===== config.mk =====
export PLATFORM = sky130hd
export DESIGN_NAME = twc_ram
export DESIGN_NICKNAME = d
export VERILOG_FILES = /design/src/sv/twc_ram.sv
export SDC_FILE = /design/constraint.sdc
export NUM_CORES = 2
export LEC_CHECK = 0
export BUFFER_PORTS_ARGS = -buffer_cell sky130_fd_sc_hd__clkbuf_2
export CAP_MARGIN = 5
export CORE_MARGIN = 3
export CORE_UTILIZATION = 40
export DETAILED_ROUTE_END_ITERATION = 10
export HOLD_SLACK_MARGIN = 0.03
export PLACE_DENSITY_LB_ADDON = 0.05
export SYNTH_ARGS = -nofsm -noshare
export SYNTH_HDL_FRONTEND = slang
export SYNTH_SLANG_ARGS = --single-unit

===== constraint.sdc =====
create_clock -name clk -period 3.25 [get_ports clk]
set_input_delay 0.1625 -clock clk [delete_from_list [all_inputs] [get_ports clk]]
set_output_delay 0.1625 -clock clk [all_outputs]
set_load 0.02 [all_outputs]

===== src/sv/twc_ram.sv =====
module twc_ram #(
  parameter int WIDTH = 8,
  parameter int DEPTH = 256
) (
  input  logic                     clk,
  input  logic                     we,
  input  logic [$clog2(DEPTH)-1:0] waddr,
  input  logic [WIDTH-1:0]         wdata,
  input  logic [$clog2(DEPTH)-1:0] raddr,
  output logic [WIDTH-1:0]         rdata
);

  logic [WIDTH-1:0] mem [DEPTH];

  always_ff @(posedge clk) begin
    if (we) begin
      mem[waddr] <= wdata;
    end
    rdata <= mem[raddr];
  end

endmodule


# After elaboration in Yosys (flattened, before gate mapping)
# Memory sizes are Yosys's and may differ from the RTL's. A register that Yosys moved wholly into a read port is not among the register bits.
# Cells that the tools add are included.
dict set report totals {
  mem_count 1
  reg_bits 0
  latch_bits 0
  wordCells 3
  mem_bits_ro 0
  ramBits 2048
}
# memory words width read_ports rd_clocked_by_memory_dff write_ports line_no
set memory_table {}
lappend memory_table {mem 256 8 1 1 1 13} ;# logic [WIDTH-1:0] mem [DEPTH];
dict set report classes {
  div_mod_pow 0
  bitwise 0
  n_mux 2
  n_eq_ne 0
  mul 0
  n_addsub 0
  shift 0
  reduce_logical 0
  n_lt_le_gt_ge 0
}
# cell count
set op_table {}
lappend op_table {{$mux W1} 2}

# Longest topological paths before layout
dict set report depth {
  depth_word 2
  ltp_mapped 11
}

# Worst setup path before layout
# No wires, ideal clock.
dict set report synth_path {
  path_type {input port to flip-flop}
  from {input port raddr[0]}
  to {register rdata[2], read port of mem}
  required_time_ps 3119
  cell_stages 9
  n_path_buf 4
  setup_ps 131
  path_slack_ps 1150
  arrival_ps 1969
  cell_sequence {buf_6 -> buf_12 -> buf_8 -> buf_2 -> mux4_2 -> a22oi_1 -> a21oi_1 -> nor4_1 -> nor4_2}
}
# element line_no
set synth_rtl {}
lappend synth_rtl {{start, declared} 9} ;# input logic [$clog2(DEPTH)-1:0] raddr,
lappend synth_rtl {{end, declared} 10} ;# output logic [WIDTH-1:0] rdata

==> results.tsv <==
stage	metric	value	unit
run_status	status	finished, final reports clean	
global_route	use_met1	30.1	%
timing	skew	0.0342	ns
synth	synthXorXnorAreaFrac	0	%
cts	cts.repair.resized	0	
timing	fmaxAchievable	332	MHz
synth	synth_cell_types	55	
finish	postLayoutCoreUtil	47.2	%
power_and_ir_drop	internal_power	44200	uW
run	cap_viol_max_count	0	
synth	yosysTopAreaCellShare	77.3	%
synth	synth_area_leaders	edfxtp_1 77%, mux4_2 13%, mux2i_1 1.7%	
power_and_ir_drop	power_density	605	nW/um^2
timing	timing.final.crit_share	92.7	%
synth	synth_compound_area_share	3.42	%
floorplanning	dieHeight	452	microns
global_route	grt.busiest_layer	met2	
synth	yosys.area_share.simple	2.63	%
placement	port_buffers	33	
timing	relSlewSlack	17.0	%
timing	hold_violations	0	
drt	post_drt_wl_per_cell	31.4	microns
global_route	grt_use_met3	4.07	%
hold_path	hold_class	in2reg	
cts	cts_sinks	2056	
drt	drc	0	
synth	synth_warnings	0	
synth	ys_ff_latch	2056	
hold_path	hold_depth	4	
power_and_ir_drop	power	56400	uW
global_route	grt_pass1_vias	41396	
synth	synth_edf_count	2048	
synth	muxShareOfSynthArea	14.6	%
synth	syn-cell-area	79600	sq um
synth	synth_top_family_by_area	multiplexers	
power_and_ir_drop	p_clk_share	42.7	%
drt	ant_nets	0	
power_and_ir_drop	seq_power_share	52.0	%
placement	dp_hpwl	144000	microns
cts	htreeDepth	4	
setup_path	crit_type	reg2reg	
global_route	grt_pass1_wl	316000	microns
cts	clock_tree.buffer_depth	3	
floorplanning	rows	163	
cts	cts_tree	yes	
synth	synth_top_area_cell	edfxtp_1	
setup_path	start_kind	register	
synth	synth_area_per_cell	21.3	sq um
drt	wl	223000	microns
drt	first_iter_violations	3803	
floorplanning	pin_count	34	
setup_path	cp_max_fo	1	
cts	worstSkewPairLatency	0.85	ns
finish	area_delta_synth_final	17.2	%
setup_path	r2r_cells	7	
global_route	antenna_found_initial	12	
setup_path	rrSetupSlack	0.24	ns
floorplanning	core	198000	sq um
finish	fillers	16270	
placement	dp_slack	-0.475	ns
cts	clkSlewWorstSetupHoldPaths	0.06	ns
power_and_ir_drop	pwr-share-comb	5.3	%
synth	synthAdderAreaFrac	0	%
synth	synth.net_count	3759	
drt	dr.pass1.iters	5	
power_and_ir_drop	p_leak	0.0297	uW
global_route	grt_max_degree	115	
synth	postSynthCellCount	3733	
power_and_ir_drop	vdd_ir_drop_max	458	uV
timing	setup_viol	0	
timing	grt_setup_unrepaired	false	
floorplanning	dieArea	204000	sq um
cts	numCtsBuffers	214	
setup_path	end_kind	register	
synth	synthArstFlopShare	0	%
global_route	met2_usage	36.1	%
drt	vias	39585	
timing	layout_min_cycle_time	3.01	ns
timing	hold_slack	0.134	ns
finish	final_layout_size_suffix_gt1_share	29.7	%
timing	maxSlewViolCount	0	
global_route	gr-total-overflow	0	
timing	worstMarginPinSlew	1.23	ns
power_and_ir_drop	p_sw	12100	uW
power_and_ir_drop	swShare	21.5	%
timing	setup_tns	0	ns
setup_path	critPathRequiredTime	3.94	ns
finish	final_nets	4303	
synth	seq_area_frac_synth	77.5	%
floorplanning	die_w	452	microns
cts	post-cts-setup-buffer-count	0	
floorplanning	start_util	40.3	%
cts	root_buffer	clkbuf_16	
placement	gp_congestion	0.812	
drt	vias_per_cell	5.58	
timing	layout_setup_ws	0.236	ns
setup_path	arrival	3.70	ns
cts	cts_hold_buffers	11	
synth	synthFlopType	edfxtp_1	
global_route	grt_util_all_layers	21.9	%
## cells in the mapped netlist, types with 5 or more instances
library cell and instances:
nor2b_1 31, nor3_1 22, a211oi_1 16, buf_6 21, nor4_1 24, o22ai_1 28, a22oi_1 133, o21ai_0 10
clkbuf_1 111, a22o_1 8, dfxtp_1 8, a221oi_1 13, o22a_1 5, and2_1 6, buf_2 31, mux2i_1 134
nand2b_1 8, a21oi_1 96, o221ai_1 46, edfxtp_1 2048, nand4_1 10, nand3_1 34, buf_4 27, o211ai_1 10
buf_1 22, nand2_1 33, nor2_1 282, mux4_2 454, buf_12 8, buf_8 13
## final timing paths
| check | start | endpoint |
|---|---|---|
| setup reg to reg | mem[211][5] | rdata[5] |
| setup / recovery | mem[211][5] | rdata[5] |
| hold reg to reg | mem[48][0] | rdata[0] |
| hold / removal | waddr[2] | mem[174][0] |
## cell usage in the layout (no fill, tap or decap), types with 23 or more instances in the layout
| master | synthesis | routed |
|---|---|---|
| mux4_2 | 454 | 454 |
| mux2i_1 | 134 | 134 |
| clkinv_1 | 1 | 50 |
| buf_12 | 8 | 47 |
| clkbuf_16 | 0 | 215 |
| nand3_1 | 34 | 34 |
| nor4_1 | 24 | 23 |
| edfxtp_1 | 2048 | 2048 |
| a21oi_1 | 96 | 96 |
| nand2_1 | 33 | 33 |
| o221ai_1 | 46 | 46 |
| clkinv_2 | 0 | 30 |
| nor2_1 | 282 | 279 |
| nor2b_1 | 31 | 28 |
| o22ai_1 | 28 | 28 |
| clkbuf_1 | 111 | 43 |
| a22oi_1 | 133 | 133 |
| buf_4 | 27 | 471 |
## critical path: stages (launching register included)
cell	delay (ns)
edfxtp_1	0.36
mux4_2	0.48
a22o_1	0.30
a221oi_1	0.51
buf_4	0.22
o32ai_1	0.08
nor3_1	0.77
nor4_1	0.13
## area by class of cell
| class | count | area, sq um | share of cell area [%] |
|---|---|---|---|
| diodes | 5 | 12.5 | 0.0134 |
| clock inverters | 129 | 1320 | 1.41 |
| clock buffers | 260 | 5570 | 5.97 |
| repair buffers | 561 | 4850 | 5.20 |
| inverters | 2 | 7.51 | 0.00805 |
| well taps | 2640 | 3300 | 3.54 |
| flip-flops and latches | 2056 | 61700 | 66.2 |
| multi-input cells | 1442 | 16500 | 17.7 |
## state kept, by name, summed over array words and instances, names as in the netlist
name	cells
mem	2048
rdata	8
## layer usage
metal | share of wire (%) | vias to the layer above
li1 | - | 16818
met1 | 43 | 21318
met2 | 50 | 1180
met3 | 5.7 | 269
met4 | 2.1 | 0
met5 | 0 | -
## logic make-up after synthesis
family,Yosys count
muxes,591
and+or+nand+nor,466
AOI/OAI and AO/OA,385
buffers and inverters,235
DFF,2056
## power by group through the flow
stage                     Clock [uW]  Combinational, uW  Sequential (uW)
after CTS                      24700               3050            29300
after global placement             0               2990            29800
final                          24100               2980            29300
after floorplan                    0               1420            29800
after global routing           25800               3160            29300
after detailed placement           0               3030            29800
## through the flow
| stage | instance area [sq um] | cells |
|---|---|---|
| 5_1_grt | 93200 | 7093 |
| 3_5_place_dp | 86200 | 6690 |
| 3_3_place_gp | 86200 | 6689 |
| 4_1_cts | 93200 | 7090 |
| 2_1_floorplan | 79600 | 3733 |
| 6_report | 93200 | 7095 |
No activity file was read; power rests on OpenSTA's default activity.
