<file path="src/sv/twc_pkg.sv">
package twc_pkg;

  localparam int THREAD_DEPTH  = 256;
  localparam int PALETTE_DEPTH = 256;
  localparam int COORD_BITS    = 16;

  localparam int THREAD_AW  = $clog2(THREAD_DEPTH);
  localparam int PAL_AW     = $clog2(PALETTE_DEPTH);
  localparam int CFG_W      = 9;
  localparam int PROD_W     = COORD_BITS + CFG_W;
  localparam int DIFF_W     = COORD_BITS + CFG_W + 1;
  localparam int REM_W      = 9;
  localparam int REM_STEP   = 4;
  localparam int DIV_BITS   = ((DIFF_W + REM_STEP - 1) / REM_STEP) * REM_STEP;
  localparam int REM_STAGES = DIV_BITS / REM_STEP;

  typedef enum logic [1:0] {
    OP_LOAD_WARP = 2'd0,
    OP_LOAD_WEFT = 2'd1,
    OP_LOAD_PAL  = 2'd2,
    OP_SAMPLE    = 2'd3
  } opcode_t;

  typedef enum logic [2:0] {
    REG_WARP_LEN    = 3'd0,
    REG_WEFT_LEN    = 3'd1,
    REG_PALETTE_LEN = 3'd2,
    REG_PERIOD_LEN  = 3'd3,
    REG_OVER_COUNT  = 3'd4,
    REG_ADVANCE     = 3'd5,
    REG_RIB         = 3'd6
  } reg_index_t;

  typedef struct packed {
    logic [1:0]                   opcode;
    logic [7:0]                   entry_index;
    logic [7:0]                   shade_value;
    logic [7:0]                   load_red;
    logic [7:0]                   load_green;
    logic [7:0]                   load_blue;
    logic [7:0]                   load_alpha;
    logic signed [COORD_BITS-1:0] end_coord;
    logic signed [COORD_BITS-1:0] pick_coord;
  } cmd_t;

  typedef struct packed {
    logic [7:0] pixel_red;
    logic [7:0] pixel_green;
    logic [7:0] pixel_blue;
    logic [7:0] pixel_alpha;
    logic       warp_over;
  } result_t;

endpackage

</file>
<file path="src/sv/twc_rem.sv">
// Pipelined restoring remainder, REM_STEP quotient bits per stage.
module twc_rem (
  input  logic                          clk,
  input  logic [twc_pkg::DIV_BITS-1:0]  dividend,
  input  logic [twc_pkg::REM_W-1:0]     divisor,
  output logic [twc_pkg::REM_W-1:0]     remainder
);

  logic [twc_pkg::REM_W-1:0]    rem_q [twc_pkg::REM_STAGES];
  logic [twc_pkg::DIV_BITS-1:0] sh_q  [twc_pkg::REM_STAGES];

  for (genvar s = 0; s < twc_pkg::REM_STAGES; s++) begin : g_stage
    logic [twc_pkg::REM_W-1:0]    r_in;
    logic [twc_pkg::DIV_BITS-1:0] d_in;
    logic [twc_pkg::REM_W-1:0]    r_out;
    logic [twc_pkg::DIV_BITS-1:0] d_out;

    if (s == 0) begin : g_first
      assign r_in = '0;
      assign d_in = dividend;
    end else begin : g_next
      assign r_in = rem_q[s-1];
      assign d_in = sh_q[s-1];
    end

    always_comb begin
      logic [twc_pkg::REM_W:0] t;
      r_out = r_in;
      d_out = d_in;
      for (int k = 0; k < twc_pkg::REM_STEP; k++) begin
        t = {r_out, d_out[twc_pkg::DIV_BITS-1]};
        d_out = d_out << 1;
        if (t >= {1'b0, divisor}) begin
          t = t - {1'b0, divisor};
        end
        r_out = t[twc_pkg::REM_W-1:0];
      end
    end

    always_ff @(posedge clk) begin
      rem_q[s] <= r_out;
      sh_q[s]  <= d_out;
    end
  end

  assign remainder = rem_q[twc_pkg::REM_STAGES-1];

endmodule

</file>
<file path="config.mk">
export PLATFORM = sky130hd
export DESIGN_NAME = twc_rem
export DESIGN_NICKNAME = d
export VERILOG_FILES = /design/src/sv/twc_pkg.sv /design/src/sv/twc_rem.sv
export SDC_FILE = /design/constraint.sdc
export NUM_CORES = 1
export LEC_CHECK = 0
export ABC_AREA = 1
export ABC_CLOCK_PERIOD_IN_PS = 11700
export BUFFER_PORTS_ARGS = -buffer_cell sky130_fd_sc_hd__buf_2
export CORE_MARGIN = 2
export CORE_UTILIZATION = 36
export DETAILED_ROUTE_END_ITERATION = 10
export GPL_TIMING_DRIVEN = 0
export SYNTH_ARGS = -nofsm -noshare
export SYNTH_HDL_FRONTEND = slang
export SYNTH_SLANG_ARGS = --single-unit
</file>
<file path="constraint.sdc">
create_clock -name clk -period 11.7 [get_ports clk]
set_input_delay 1.755 -clock clk [delete_from_list [all_inputs] [get_ports clk]]
set_output_delay 1.755 -clock clk [all_outputs]
set_load 0.05 [all_outputs]
</file>
After elaboration in Yosys (flattened, before gate mapping)
Memory sizes are Yosys's and may differ from the RTL's.
Cells that the tools add are included.
W data, S select, Z words.
{ "word_totals": {"n_memories": 2, "ram_bits": 231, "in_bits": 38, "ff_bits": 0, "elab_cells": 86, "out_inout_bits": 9} }
{ "classes": {"magnitude_cmp": 28, "muxes": 28, "add_sub_neg": 28} }
{ "mem_list": {"columns": ["name", "words", "width", "rd", "rd_ports_with_merged_regs", "wr", "line_no", "rtl"], "rows": [
  ["sh_q", 7, 24, 6, 0, 7, "twc_rem.sv:10", "logic [twc_pkg::DIV_BITS-1:0] sh_q [twc_pkg::REM_STAGES];"],
  ["rem_q", 7, 9, 7, 0, 7, "twc_rem.sv:9", "logic [twc_pkg::REM_W-1:0] rem_q [twc_pkg::REM_STAGES];"]
]} }
{ "ops": {"columns": ["cell", "n"], "rows": [
  ["$ge A10 B9 Y1", 27],
  ["$mux W9", 28],
  ["$sub A9 B9 Y9", 27],
  ["$ge A1 B9 Y1", 1],
  ["$sub A1 B9 Y9", 1]
]} }

Longest topological paths before layout
Gate-level depths: netlist (run 1).
An unclocked memory read counts as a cell.
{ "logic_depth": {"ltp_word": 9, "mapped_depth": 48, "mapped_depth_nobuf": 46} }

Least setup slack after synthesis (run 1)
Ideal clock, no wire load.
{ "synth_timing": {"kind": "input-to-reg", "from": "input divisor[1] in the netlist's numbering", "to": "memory rem_q[5][0] in the netlist's numbering", "setup_ns": 0.058, "path_buffers": 1, "cell_stages": 38, "required_ns": 11.642, "arrival_ns": 8.730, "slack_ns": 2.912, "path_cell_list": "inv_1 -> ha_1 -> nand3_1 -> nor2_1 -> a21oi_1 -> nand2_4 -> o21ai_1 -> inv_1 -> fa_1 -> inv_1 -> nand3_1 -> nand2_1 -> nand2_1 -> nand2_1 -> a21oi_2 -> nand2_2 -> nor2_8 -> buf_8 -> (+2 left out) -> fa_1 -> nand2_1 -> nand3_1 -> nand2_1 -> nand3_1 -> a21oi_1 -> nand3_4 -> nand2_1 -> nand2_1 -> fa_1 -> nand3_1 -> nand3_1 -> a21oi_1 -> o21ai_0 -> a21boi_0 -> a21boi_4 -> nand3_1 -> nand2_1"} }
{ "synth_lines": {"columns": ["item", "line_no", "rtl"], "rows": [
  ["start: declaration", "twc_rem.sv:5", "input logic [twc_pkg::REM_W-1:0] divisor,"],
  ["end: declaration", "twc_rem.sv:9", null]
]} }

==> results.sh, run 1 <==
export IMPL_cts_sinks=147
export IMPL_grt_antenna_before_repair=0
export IMPL_rsz0062_at_grt="false"
export IMPL_finalCriticalPeriod_ps=9420
export IMPL_synthCells=2584
export IMPL_cp_max_fo=28
export IMPL_path_common_cell="nand2_1"
export IMPL_wl_met2_um=21500
export IMPL_fin_hold_ws_ps=323
export IMPL_top_layer="met4"
export IMPL_die_area_sq_um=50700
export IMPL_fill_cells=5114
export IMPL_synth_edf_count=0
export IMPL_num_io_pins=47
export IMPL_crit_slowest_cell="buf_2"
export IMPL_coreArea_sq_um=48600
export IMPL_drc=0
export IMPL_drtPass1Iterations=7
export IMPL_holdBufCountCts=0
export IMPL_start_util_pct=36.2
export IMPL_h_tree_depth=4
export IMPL_synth_distinct_cells=44
export IMPL_cts_tree="done"
export IMPL_fin_nets=2965
export IMPL_synth_ff_type="dfxtp_1"
export IMPL_hold_class="reg2reg"
export IMPL_ys_seq_elements=147
export IMPL_clk_pin_slew_ps=70
export IMPL_wl_met1_um=21300
export IMPL_hold_viol=0
export IMPL_portBuffers=46
export IMPL_vias_per_cell=5.02
export IMPL_num_vias=16500
export IMPL_finClkSkew_ps=14.9
export IMPL_cts_buffers=17
export IMPL_critical_path_buf_inv_count=7
export IMPL_synth_top_area_share_pct=17.5
export IMPL_final_util_pct=39.7
export IMPL_antenna_cells=0
export IMPL_netlist_top_cells_area="nand2_1 17%, ha_1 17%, dfxtp_1 17%"
export IMPL_drtIter0Drc=934
export IMPL_max_slew_margin_pct=26.9
export IMPL_area_growth_pct=9.80
export IMPL_slew_viol_final=0
export IMPL_synth_area_per_cell_sq_um=6.81
export IMPL_yosys_area_top_type="nand2_1"
export IMPL_cts_root_buf="clkbuf_16"
export IMPL_cp_top_family="simple AND/OR/NAND/NOR gates"
export IMPL_ys_seq_area_share_pct=16.7
export IMPL_grt_pass1_wl_um=76000
export IMPL_layout_drive_gt1_share_pct=12.3
export IMPL_std_cell_rows=81
export IMPL_required_ps=12110
export IMPL_worstSetupPathType="in2reg"
export IMPL_clock_latency_ps=470
export IMPL_grt_max_degree=40
export IMPL_die_h_um=225
export IMPL_wl_met3_um=1470
export IMPL_final_setup_tns_ps=0
export IMPL_arrival_ps=9830
export IMPL_overflow=0
export IMPL_max_freq_mhz=106
export IMPL_postSynth_asyncResetShare_pct=0
export IMPL_placed_cells=3258
export IMPL_layout_worst_path_cycle_share_pct=80.5
export IMPL_clk_path_buf_depth=2
export IMPL_yosysWarnings=0
export IMPL_dp_hpwl_um=34700
export IMPL_post_cts_resized=0
export IMPL_crit_path_end_kind="flip-flop"
export IMPL_ant_nets=0
export IMPL_netlist_area_sq_um=17600
export IMPL_finalWirelength_um=45300
export IMPL_wire_per_inst_um=13.8
export IMPL_first_global_vias=15900
export IMPL_cts_setup_buffers=0
export IMPL_die_w_um=225
export IMPL_status="finished clean"
export IMPL_maxCapViolCount=0
export IMPL_start_kind="input port"
export IMPL_tightest_slew_ps=1100
export IMPL_finalSetupViolCount=0
export IMPL_gp_congestion=0.885
export IMPL_slowest_delay_ps=800
export IMPL_synth_fp_nets=2894
export IMPL_fin_cells=3290
export IMPL_grtUsageTotal_pct=18.3
==> per-stage QoR <==
| step | setup WS (ps) | cell area (sq um) |
|---|---|---|
| final | 2280 | 19300 |
| after global routing | 1720 | 19300 |
| after CTS | 2400 | 19300 |
| after detailed placement | 1960 | 18700 |
| after global placement | 545 | 18600 |
| after floorplan | 2910 | 17600 |
==> worst reg2reg max path, delay by kind of cell, from the launching register on <==
| family | cells | cell delay (ps) |
|---|---|---|
| AO/OA/AOI/OAI | 8 | 2000 |
| flip-flops | 1 | 300 |
| AND/OR/NAND/NOR | 23 | 2590 |
| adder cells (fa/ha/maj) | 5 | 1900 |
| buffers and inverters | 7 | 680 |
==> synth_stat cells, types with 8 or more instances <==
master	number
inv_1	326
a21o_1	11
nor3_1	41
inv_2	18
nand2_1	820
o21ai_1	12
a21oi_2	16
nand3_1	209
o21ai_2	43
o21ai_0	40
dfxtp_1	147
nor2_1	85
nor2_4	8
and3_1	8
xnor2_1	39
o21bai_1	20
nand2_2	60
or2_2	13
nand2_4	11
fa_1	27
ha_1	245
nand3_4	11
xor2_1	114
a21oi_1	114
nand4_1	37
nand3_2	18
a31oi_1	26
==> cells by family (layout without fill, tap and decap cells) <==
group	Yosys count	in the layout	synth area share, %
adders and majority gates	272	272	20.5
buffers and inverters	356	440	7.98
AOI/OAI and AO/OA	315	315	11.9
xor gates and xnor gates	153	153	7.61
and+or+nand+nor	1341	1341	35.3
DFF	147	147	16.7
==> final cells by class <==
class	count	area, sq um	area share [%]
multi-input combinational	2081	13300	68.6
sequential	147	2940	15.2
inverter	345	1300	6.73
tap	622	778	4.03
clock buffer	17	425	2.20
timing repair buffer	52	365	1.89
clock inverter	15	153	0.790
buffer	11	108	0.557
==> state kept, by name, indices dropped and copies added, names as in the netlist <==
register / flops
sh_q: 84
rem_q: 63
==> layout by cell type (no fill, tap or decap), drive strengths merged <==
master and n:
nand2 891, inv 356, ha 245, nand3 238
dfxtp 147, a21oi 135, xor2 114, nor2 104
o21ai 95, buf 63, nor3 43, xnor2 39
nand4 39, fa 27, a31oi 26, o21bai 20
clkbuf 17, or2 13, a21o 11, a21boi 11
and3 8, o211ai 7, a41oi 7, nand3b 5
a31o 3, clkinv 3, clkinvlp 1
==> layer usage <==
layer / vias to the layer above / GRT usage [%]
met5: - / 0
met4: 0 / 5.38
met3: 67 / 2.49
met2: 285 / 32.0
met1: 7527 / 23.5
li1: 8625 / -
==> path summary, 6_finish.rpt <==
| check | startpoint | end | slack, ps | cells past startpoint |
|---|---|---|---|---|
| setup reg to reg | sh_q[2][23] | rem_q[3][4] | 4160 | 43 |
| hold / removal | sh_q[2][13] | sh_q[3][17] | 320 | 0 |
| hold reg to reg | sh_q[2][13] | sh_q[3][17] | 320 | 0 |
| setup / recovery | divisor[0] | rem_q[3][4] | 2280 | 43 |
Power of run 1 is left out: the tool's default activity adds up to more than one toggle a clock period on the data nets, which glitch-free logic cannot reach.
==> run 2: changes to the inputs <==
--- a/config.mk
+++ b/config.mk
@@ -6,7 +6,7 @@
 export NUM_CORES = 1
 export LEC_CHECK = 0
 export ABC_AREA = 1
-export ABC_CLOCK_PERIOD_IN_PS = 11700
+export ABC_CLOCK_PERIOD_IN_PS = 8500
 export BUFFER_PORTS_ARGS = -buffer_cell sky130_fd_sc_hd__buf_2
 export CORE_MARGIN = 2
 export CORE_UTILIZATION = 36
==> constraint.sdc (replaced) <==
create_clock -name clk -period 8.5 [get_ports clk]
set_input_delay 1.275 -clock clk [delete_from_list [all_inputs] [get_ports clk]]
set_output_delay 1.275 -clock clk [all_outputs]
set_load 0.05 [all_outputs]
==> run 2 against run 1 <==
Against the previous run: count of clock-buffer cells in the layout stayed put; hold slack is essentially flat; cell count rose by 0.15%; die area did not move; via count up 0.41%; global-route usage about the same; utilization rose by 0.20 points; critical path type unchanged.
==> results.sh, run 2 (synthesis results as in run 1) <==
export IMPL_status="finished clean"
export IMPL_worstSetupPathType="in2reg"
export IMPL_die_h_um=225
export IMPL_clock_latency_ps=470
export IMPL_arrival_ps=8360
export IMPL_layout_drive_gt1_share_pct=12.7
export IMPL_crit_path_end_kind="flip-flop"
export IMPL_layout_worst_path_cycle_share_pct=93.5
export IMPL_vias_per_cell=5.03
export IMPL_holdBufCountCts=0
export IMPL_hold_class="reg2reg"
export IMPL_gp_congestion=0.885
export IMPL_fin_hold_ws_ps=323
export IMPL_final_common_cell="nand2_1"
export IMPL_finClkSkew_ps=15.2
export IMPL_grtUsageTotal_pct=18.4
export IMPL_r2r_end="rem_q[3][4]"
export IMPL_cp_max_fo=28
export IMPL_largest_reg_flops=84
export IMPL_ant_nets=0
export IMPL_dp_hpwl_um=34700
export IMPL_start_util_pct=36.2
export IMPL_final_setup_tns_ps=0
export IMPL_num_vias=16600
export IMPL_drtPass1Iterations=5
export IMPL_cts_root_buf="clkbuf_16"
export IMPL_antenna_cells=0
export IMPL_area_growth_pct=10.3
export IMPL_grt_pass1_wl_um=76100
export IMPL_fin_cells=3295
export IMPL_whs_path_depth=0
export IMPL_hold_viol=0
export IMPL_slew_viol_final=0
export IMPL_drtIter0Drc=881
export IMPL_start_kind="input port"
export IMPL_path_common_cell="nand2_1"
export IMPL_final_util_pct=39.9
export IMPL_cts_tree="done"
export IMPL_finalSetupViolCount=0
export IMPL_r2r_start="sh_q[2][23]"
export IMPL_std_cell_rows=81
export IMPL_max_slew_margin_pct=62.3
export IMPL_num_io_pins=47
export IMPL_fin_nets=2970
export IMPL_die_w_um=225
export IMPL_crit_slowest_cell="fa_1"
export IMPL_endpoint="rem_q[3][4]"
export IMPL_grt_max_degree=40
export IMPL_cts_sinks=147
export IMPL_crit_start="divisor[2]"
export IMPL_maxCapViolCount=0
export IMPL_max_flop_register="sh_q"
export IMPL_finalCriticalPeriod_ps=7950
export IMPL_reg_top3="sh_q: 84 flops, rem_q: 63 flops"
export IMPL_cts_buffers=17
export IMPL_slowest_delay_ps=460
export IMPL_max_freq_mhz=126
export IMPL_clk_path_buf_depth=2
export IMPL_die_area_sq_um=50700
export IMPL_ff2ff_path_depth=43
export IMPL_finalWirelength_um=45500
export IMPL_grt_antenna_before_repair=0
export IMPL_wire_per_inst_um=13.8
export IMPL_required_ps=8910
export IMPL_placed_cells=3258
export IMPL_coreArea_sq_um=48600
export IMPL_overflow=0
export IMPL_mostFrequentLayoutCells="820 x nand2_1, 318 x inv_1, 245 x ha_1, 209 x nand3_1, 147 x dfxtp_1"
export IMPL_h_tree_depth=4
export IMPL_first_global_vias=15900
export IMPL_tightest_slew_ps=565
export IMPL_portBuffers=46
export IMPL_rsz0062_at_grt="false"
export IMPL_r2r_slack_ps=1390
export IMPL_clk_pin_slew_ps=70
export IMPL_drc=0
-- run 2: cell types whose count changed in the layout (fill, tap and decap cells not counted), moves of 3 or more --
cell | previous run | this run
a21boi_0 | 7 | 2
a21boi_1 | 0 | 3
a21oi_1 | 114 | 111
buf_4 | 2 | 6
-- run 2: critical path, delay by kind of cell --
kind | cells | cell delay (ps)
AOI/OAI and AO/OA | 8 | 1640
adders and majority gates | 4 | 1660
buffers and inverters | 7 | 970
and+or+nand+nor | 25 | 2750
-- run 2: what timing repair did --
| action | 4_1_cts | 5_1_grt |
|---|---|---|
| gates resized for setup | 3 | 21 |
| pin swaps | 0 | 4 |
| gates cloned | 0 | 1 |
| endpoints found under the setup margin | 18 | 54 |
| setup buffers | 0 | 4 |
-- run 2: metrics by stage --
| stage | cell area, sq um | setup WS (ps) |
|---|---|---|
| after floorplan | 17600 | 192 |
| after global placement | 18600 | -2180 |
| after detailed placement | 18700 | -762 |
| after CTS | 19300 | 3.82 |
| after global routing | 19400 | 6.49 |
| final | 19400 | 551 |
-- run 2: how the worst min path moves through the flow --
stage | slack [ps] | startpoint | endpoint
finish | 320 | sh_q[2][13] | sh_q[3][17]
global placement | 310 | sh_q[0][14] | sh_q[1][18]
detailed placement | 310 | sh_q[0][11] | sh_q[1][15]
CTS | 330 | sh_q[0][11] | sh_q[1][15]
global route | 330 | sh_q[0][17] | sh_q[1][21]
floorplan | 310 | sh_q[0][6] | sh_q[1][10]
-- run 2: final cells by class --
cell class                      count  area (sq um)
Fill cell                        5106         29200
Multi-Input combinational cell   2082         13300
Sequential cell                   147          2940
Inverter                          345          1310
Tap cell                          622           778
Clock buffer                       17           425
Timing Repair Buffer               56           412
Clock inverter                     15           153
Buffer                             11           108
-- run 2: per-layer routing --
layer	track usage (%)	wire (um)	vias to the layer above
li1	-	-	8641
met1	23.5	21300	7575
met2	32.0	21700	292
met3	2.58	1620	64
met4	5.23	891	0
met5	0	0	-
Power of run 2 is left out for the same reason.
==> run 3: changes to the inputs <==
--- a/config.mk
+++ b/config.mk
@@ -5,13 +5,13 @@
 export SDC_FILE = /design/constraint.sdc
 export NUM_CORES = 1
 export LEC_CHECK = 0
-export ABC_AREA = 1
 export ABC_CLOCK_PERIOD_IN_PS = 8500
 export BUFFER_PORTS_ARGS = -buffer_cell sky130_fd_sc_hd__buf_2
 export CORE_MARGIN = 2
 export CORE_UTILIZATION = 36
 export DETAILED_ROUTE_END_ITERATION = 10
 export GPL_TIMING_DRIVEN = 0
+export SKIP_CTS_REPAIR_TIMING = 1
 export SYNTH_ARGS = -nofsm -noshare
 export SYNTH_HDL_FRONTEND = slang
 export SYNTH_SLANG_ARGS = --single-unit
==> run 3 against run 2 <==
Against the previous run: the flow now finishes with violations (negative setup slack); first-iteration DRC count down 21%; non-clock buffer count increased by 149; wire length shrank 3.6%; count of clock-buffer cells in the layout increased by 2; cell area grew 2.4%; largest cell class unchanged; highest routed layer unchanged.
==> results.sh, run 3 <==
export IMPL_wire_per_inst_um=17.2
export IMPL_max_flop_register="sh_q"
export IMPL_reg_top3="sh_q: 84 flops, rem_q: 63 flops"
export IMPL_cts_buffers=17
export IMPL_netlist_area_sq_um=15500
export IMPL_required_ps=8850
export IMPL_die_w_um=212
export IMPL_worst_slack_ps=-125
export IMPL_grt_pass1_wl_um=62700
export IMPL_cts_sinks=147
export IMPL_synth_distinct_cells=85
export IMPL_drtPass1Iterations=6
export IMPL_die_area_sq_um=44800
export IMPL_finalSetupViolCount=8
export IMPL_synth_ff_type="dfxtp_1"
export IMPL_num_vias=13900
export IMPL_h_tree_depth=4
export IMPL_ys_seq_elements=147
export IMPL_area_growth_pct=28.0
export IMPL_mostFrequentLayoutCells="198 x ha_1, 147 x dfxtp_1, 144 x buf_4, 116 x nor2_1, 116 x a21oi_1"
export IMPL_grt_max_degree=29
export IMPL_slowest_delay_ps=400
export IMPL_final_util_pct=46.5
export IMPL_worstSetupPathType="in2reg"
export IMPL_final_common_cell="ha_1"
export IMPL_fill_cells=3980
export IMPL_hold_class="reg2reg"
export IMPL_critical_path_buf_inv_count=6
export IMPL_grtUsageTotal_pct=17.5
export IMPL_dp_hpwl_um=28500
export IMPL_yosys_area_top_type="ha_1"
export IMPL_slew_viol_final=0
export IMPL_cp_top_family="compound AO/OA/AOI/OAI gates"
export IMPL_drc=0
export IMPL_yosysWarnings=0
export IMPL_drtIter0Drc=695
export IMPL_finalCriticalPeriod_ps=8630
export IMPL_synth_most_common_cell="ha_1"
export IMPL_largest_reg_flops=84
export IMPL_maxCapViolCount=0
export IMPL_rsz0062_at_grt="true"
export IMPL_cts_root_buf="clkbuf_16"
export IMPL_cp_max_fo=7
export IMPL_layout_worst_path_cycle_share_pct=101
export IMPL_postSynth_asyncResetShare_pct=0
export IMPL_crit_path_end_kind="flip-flop"
export IMPL_first_global_vias=12700
export IMPL_gp_congestion=0.852
export IMPL_start_util_pct=36.3
export IMPL_grt_antenna_before_repair=0
export IMPL_tightest_slew_ps=1110
export IMPL_num_io_pins=47
export IMPL_vias_per_cell=5.43
export IMPL_synth_top_area_share_pct=19.7
export IMPL_crit_slowest_cell="fa_2"
export IMPL_finalWirelength_um=43900
export IMPL_max_slew_margin_pct=25.8
export IMPL_fin_cells=2554
export IMPL_synthCells=1770
export IMPL_finClkSkew_ps=16.3
export IMPL_ys_seq_area_share_pct=18.9
export IMPL_clock_latency_ps=470
export IMPL_netlist_top_cells_area="ha_1 20%, dfxtp_1 19%, mux2_2 7.5%"
export IMPL_coreArea_sq_um=42800
export IMPL_violations="negative setup slack"
export IMPL_die_h_um=212
export IMPL_layout_drive_gt1_share_pct=29.8
export IMPL_portBuffers=46
export IMPL_synth_fp_nets=2080
export IMPL_fin_nets=2305
export IMPL_ant_nets=0
export IMPL_synth_area_per_cell_sq_um=8.78
export IMPL_std_cell_rows=76
export IMPL_synth_common_cells="245 x ha_1, 162 x a21oi_1, 147 x dfxtp_1"
export IMPL_start_kind="input port"
export IMPL_hold_viol=0
export IMPL_antenna_cells=0
export IMPL_arrival_ps=8970
export IMPL_clk_path_buf_depth=2
export IMPL_max_freq_mhz=116
export IMPL_overflow=0
export IMPL_placed_cells=2365
export IMPL_clk_pin_slew_ps=70
export IMPL_synth_edf_count=0
export IMPL_status="complete, but fails checks"
export IMPL_cts_tree="done"
## run 3: kinds of logic (layout without fill, tap and decap cells)
group	after synthesis	count (layout)	synth area share, %
buffers and inverters	132	365	3.33
DFF	147	147	18.9
adders and majority gates	272	272	23.2
muxes	150	150	10.9
and+or+nand+nor	405	406	12.7
xor gates and xnor gates	159	159	8.96
AOI/OAI and AO/OA	505	509	22.0
## run 3: routing by layer
layer / wire length (um) / GRT usage [%] / part of all wire (%)
met4: 2030 / 6.82 / 4.6
met3: 1420 / 2.55 / 3.2
met1: 19600 / 22.7 / 45
met2: 20800 / 29.1 / 47
met5: 0 / 0 / 0
## run 3: cell type report
type | instances | area, sq um | area share (%)
Sequential cell | 147 | 2940 | 14.8
Clock inverter | 13 | 116 | 0.585
Inverter | 114 | 487 | 2.45
Timing Repair Buffer | 199 | 1590 | 8.01
Clock buffer | 19 | 433 | 2.18
Timing Repair inverter | 3 | 22.5 | 0.113
Buffer | 17 | 173 | 0.868
Multi-Input combinational cell | 1496 | 13400 | 67.6
Tap cell | 546 | 683 | 3.44
## run 3: per-stage QoR
stage	area, sq um	hold slack (ps)	setup TNS, ps	setup WS (ps)
global placement	16800	310	-182890	-3120
floorplan	15900	310	-39710	-979
global route	19900	330	-8320	-386
detailed placement	16900	312	-144810	-2660
finish	19900	322	-784	-125
CTS	17400	324	-116470	-2190
## run 3: path summary, 6_finish.rpt
| kind | startpoint | end | slack [ps] | cells past startpoint |
|---|---|---|---|---|
| setup / recovery | divisor[1] | rem_q[2][2] | -130 | 38 |
| hold / removal | sh_q[3][13] | sh_q[4][17] | 320 | 0 |
| setup reg to reg | sh_q[1][23] | rem_q[2][2] | 610 | 38 |
| hold reg to reg | sh_q[3][13] | sh_q[4][17] | 320 | 0 |
Power of run 3 is left out for the same reason.
